[src/design/asa_pkg.sv]
// Package for the anti-aliased span accumulator.
// Holds the default sizes, the payload structs and the per-pixel token type.
package asa_pkg;

  localparam int MAX_WIDTH_DEF       = 64;
  localparam int MAX_HEIGHT_DEF      = 64;
  localparam int SUBSAMPLE_SHIFT_DEF = 2;

  localparam logic [6:0] WIDTH_RESET = 7'd64;

  // Coverage weights: full sample and the one reduced corner of the table.
  localparam logic [7:0] COVER_FULL  = 8'h10;
  localparam logic [7:0] COVER_SHORT = 8'h0f;
  // Table row whose first column carries the reduced weight.
  localparam logic [1:0] SHORT_ROW   = 2'd2;

  typedef struct packed {
    logic [9:0]         sample_row_y;
    logic signed [15:0] span_left;
    logic signed [15:0] span_right;
  } in_item_t;

  typedef struct packed {
    logic [5:0] pixel_column;
    logic [5:0] pixel_row;
    logic [7:0] alpha_value;
    logic       last_pixel;
  } out_item_t;

  // One pixel on its way through the read-modify-write chain.
  typedef struct packed {
    logic [5:0] col;
    logic [5:0] row;
    logic [7:0] val;
    logic       last;
  } token_t;

endpackage

[src/design/asa_cell.sv]
// One cell of the pixel chain: holds a token and hands it on each cycle.
// Depends on asa_pkg for the token type.
module asa_cell
  import asa_pkg::*;
(
  input  logic   clk,
  input  logic   rst_n,
  input  logic   in_valid,
  input  token_t in_tok,
  output logic   out_valid,
  output token_t out_tok
);

  logic   valid_r;
  token_t tok_r;

  // Valid bit is control state; the token itself needs no reset.
  always_ff @(posedge clk) begin
    if (!rst_n) begin
      valid_r <= 1'b0;
    end else begin
      valid_r <= in_valid;
    end
    tok_r <= in_tok;
  end

  assign out_valid = valid_r;
  assign out_tok   = tok_r;

endmodule

[config.mk]
export PLATFORM = sky130hd
export DESIGN_NAME = asa_cell
export DESIGN_NICKNAME = d
export VERILOG_FILES = /design/src/design/asa_pkg.sv /design/src/design/asa_cell.sv
export SDC_FILE = /design/constraint.sdc
export NUM_CORES = 1
export LEC_CHECK = 0
export BUFFER_PORTS_ARGS = -buffer_cell sky130_fd_sc_hd__buf_2
export CORE_MARGIN = 2
export CORE_UTILIZATION = 31
export CTS_CLUSTER_SIZE = 14
export DETAILED_ROUTE_END_ITERATION = 8
export GPL_TIMING_DRIVEN = 0
export HOLD_SLACK_MARGIN = 0.15
export MAX_ROUTING_LAYER = met4
export PLACE_DENSITY = 0.78
export REMOVE_ABC_BUFFERS = 1
export SLEW_MARGIN = 15
export SYNTH_ARGS = -nofsm -noshare
export SYNTH_HDL_FRONTEND = slang
export SYNTH_SLANG_ARGS = --single-unit
[constraint.sdc]
create_clock -name clk -period 0.8 [get_ports clk]
set_input_delay 0.16 -clock clk [delete_from_list [all_inputs] [get_ports clk]]
set_output_delay 0.16 -clock clk [all_outputs]
set_load 0.05 [all_outputs]
Word level (Yosys, flattened, before mapping)
Index checks and enable logic that the tools add are counted.

storage, ports and cells
  bits in registers = 22
  output and inout bits = 22

Depth between registers and ports, before layout
  depth after elaboration = 0
  depth in mapped cells = 1
  mapped depth without buffers = 1

Worst setup path after synthesis
OpenSTA, ideal clock, no wires.

  path type = register to output
  start = reg tok_r, in the netlist out_tok[0]
  end = out out_tok[0] in the netlist's numbering
  cell stages (with the launch flop) = 1
  buffers on the path = 0
  arrival = 0.587 ns
  setup slack = 0.053 ns
  cells stage by stage = dfxtp_1

RTL lines
  item                      RTL line        source
  start: declaration        asa_cell.sv:15  token_t tok_r;
  start signal: assignment  asa_cell.sv:24  tok_r <= in_tok;
  end: declaration          asa_cell.sv:11  output token_t out_tok

No word-level cell between the ends.

Final worst setup path
  start = reg tok_r, in the netlist out_tok[5]
  end = out out_tok[5] in the netlist's numbering

No word-level cell between the ends.

==> summary.md <==
| Metric | Value |
|---|---|
| Synth Area in Simple Gates | `0.0140` |
| Residual DRC | `0` |
| Yosys cell types | `2` |
| Number of CTS-inserted buffers | `3` |
| Largest family of logic cells by synthesized area | `simple AND/OR/NAND/NOR gates` |
| Max-Cap Viols | `0` |
| Critical Path RT | `0.64 ns` |
| Critical-path maximum fanout | `1` |
| Row cnt | `13` |
| Root Buffer | `clkbuf_4` |
| Gr usage total | `0.171` |
| Core ar. | `1320 um^2` |
| Top cell type's share of synthesized area | `0.986` |
| Worst setup path class | `register to primary output` |
| Synthesis Warnings | `0` |
| Total congestion overflow | `0` |
| Die area | `1760 um^2` |
| Cell with the most instances after synthesis | `dfxtp_1` |
| Worst-path clk slew | `0.10 ns` |
| Int Power | `1.60 mW` |
| Most used DFF post-synth | `dfxtp_1` |
| Final hold vios | `0` |
| Final TNS setup | `-3.22 ns` |
| Proportion of synthesized area in mux cells | `0` |
| Final WL | `1.42 mm` |
| Pleak | `0.544 nW` |
| Yosys reg bits | `22` |
| Longest Clk Path Bufs | `2` |
| Vias in the first global route | `477` |
| Synthesized instance count | `23` |
| Slowest stage delay, CP | `0.36 ns` |
| Arr. time, crit path | `0.80 ns` |
| Crit end category | `primary output` |
| Diodes inserted | `0` |
| Number of setup violations in the final report | `22` |
| Clock power frac | `0.213` |
| Crit-path leading delay family | `flip-flops` |
| Commonest cells post-synth | `dfxtp_1, and2_1` |
| Post-synth EDFFs | `0` |
| # IOs | `46` |
| Slowest CP cell | `dfxtp_2` |
| Core Util, Final | `0.887` |
| Layout area overhead | `162%` |
| Clk sinks | `22` |
| Initial Util | `0.339` |
| CP cell instances | `buf_8` |
| Outcome | `complete, but fails checks` |
| Layout cell share with drive strength beyond 1 | `0.745` |
| Final Power | `2.18 mW` |
| Fin. max-slew vios | `0` |
| Largest cells by area after synthesis | `dfxtp_1, and2_1` |
| Mean Syn Cell Area | `19.4 um^2` |
| CP Launch Type | `register` |
| Die Span Y | `42.0 um` |
| Synth Area in Compound Gates | `0` |
| Synth Cell Area | `447 um^2` |
| Actual slew at the worst max-slew pin | `0.112 ns` |
| CTS tree | `yes` |
| Failing checks | `setup timing` |
| H-tree Lvls | `1` |
| Final #Nets | `120` |
| First-pass GRT wire length | `2.04 mm` |
| VDD IR-drop max | `1560 uV` |
| Fillers | `62` |
| Gate power share | `0.236` |
| Drt wl/cell | `13.0 um` |
| Sequential area share after synthesis | `0.986` |
| PD cells | `1870 nW/um^2` |
| Routed vias | `449` |
| XOR/XNOR Fraction of Synth Area | `0` |
| Setup WS post-layout | `-0.162 ns` |
| Sequential share of power | `0.551` |
| Final cycle utilization of the critical path | `1.20` |
| Unrepaired setup endpoints after global routing | `yes` |
| FMAX | `1040 MHz` |
| Post-Place Worst Slack | `0.0798 ns` |
| Post-synthesis async set-or-reset flop share | `0` |
| Minimum clock period | `0.962 ns` |
| Synth area leader | `dfxtp_1` |
| P_sw | `586 uW` |
| IO buf count | `45` |
| Adder-Cell Fraction of Synth Area | `0` |
| Largest net degree at the start of global routing | `12` |
| Via-per-instance ratio | `4.12` |
| Die width | `42.0 um` |
| Post-CTS Setup Bufs | `0` |
| Routed Antenna Nets | `0` |
| Sw frac | `0.269` |
| Drt pass-1 iters | `2` |
| Hold WC Path Type | `input pin to register` |
| Worst rel slew slack | `0.925` |
| Initial DRC count | `2` |
| Routability cong. | `0.600` |
| Initial antenna violation count | `0` |
| CP bufs+invs | `1` |
worst paths after layout:
path                  slack [ns]          end  cells past startpoint  startpoint
worst min-delay path        0.49  out_tok[18]                      2  in_tok[18]
worst max-delay path       -0.16   out_tok[5]                      1  out_tok[5]
cell families after synthesis:
| group | after synthesis |
|---|---|
| simple gates | 1 |
| flops | 22 |
cell usage in the layout (no fill, tap or decap):
cell / Yosys / final
and2_1: 1 / 1
buf_8: 0 / 16
buf_2: 0 / 23
dlygate4sd3_1: 0 / 23
buf_6: 0 / 6
clkbuf_4: 0 / 3
dfxtp_2: 0 / 22
timing repair:
action,4_1_cts,5_1_grt
endpoints found under the hold margin,22,0
hold buffers,23,0
resized for setup,75,7
gates cloned,0,0
setup endpoints to repair,22,22
layout make-up:
| cell class | instances | area [um^2] | share of cell area |
|---|---|---|---|
| timing repair buffer | 68 | 653 | 0.559 |
| sequential | 22 | 468 | 0.400 |
| clock buffer | 3 | 22.5 | 0.0193 |
| multi-input combinational | 1 | 6.26 | 0.00535 |
| tap | 15 | 18.8 | 0.0161 |
metrics by stage:
| stage | hold slack (ns) | std cells | instance area (um^2) |
|---|---|---|---|
| global route | 0.476 | 109 | 1170 |
| global placement | 0.262 | 83 | 691 |
| finish | 0.486 | 109 | 1170 |
| floorplan | 0.188 | 23 | 447 |
| CTS | 0.480 | 109 | 1140 |
| detailed placement | 0.264 | 83 | 691 |
per-layer routing:
metal | GRT usage | share of wire | up-vias
li1 | - | - | 212
met1 | 0.144 | 0.30 | 210
met2 | 0.325 | 0.62 | 23
met3 | 0.0261 | 0.040 | 4
met4 | 0.135 | 0.034 | 0
met5 | - | 0 | -
registers in the layout (all words and copies together), names as in the netlist:
register,flops
out_valid,1
out_tok,21
power groups by stage:
stage / registers, mW / clock network [mW] / logic [mW]
after floorplan: 1.40 / 0 / 0.00160
after global placement: 1.19 / 0 / 0.317
after detailed placement: 1.19 / 0 / 0.320
after CTS: 1.20 / 0.479 / 0.495
after global routing: 1.21 / 0.538 / 0.531
final: 1.20 / 0.464 / 0.515
(Power assumes the default switching activity.)
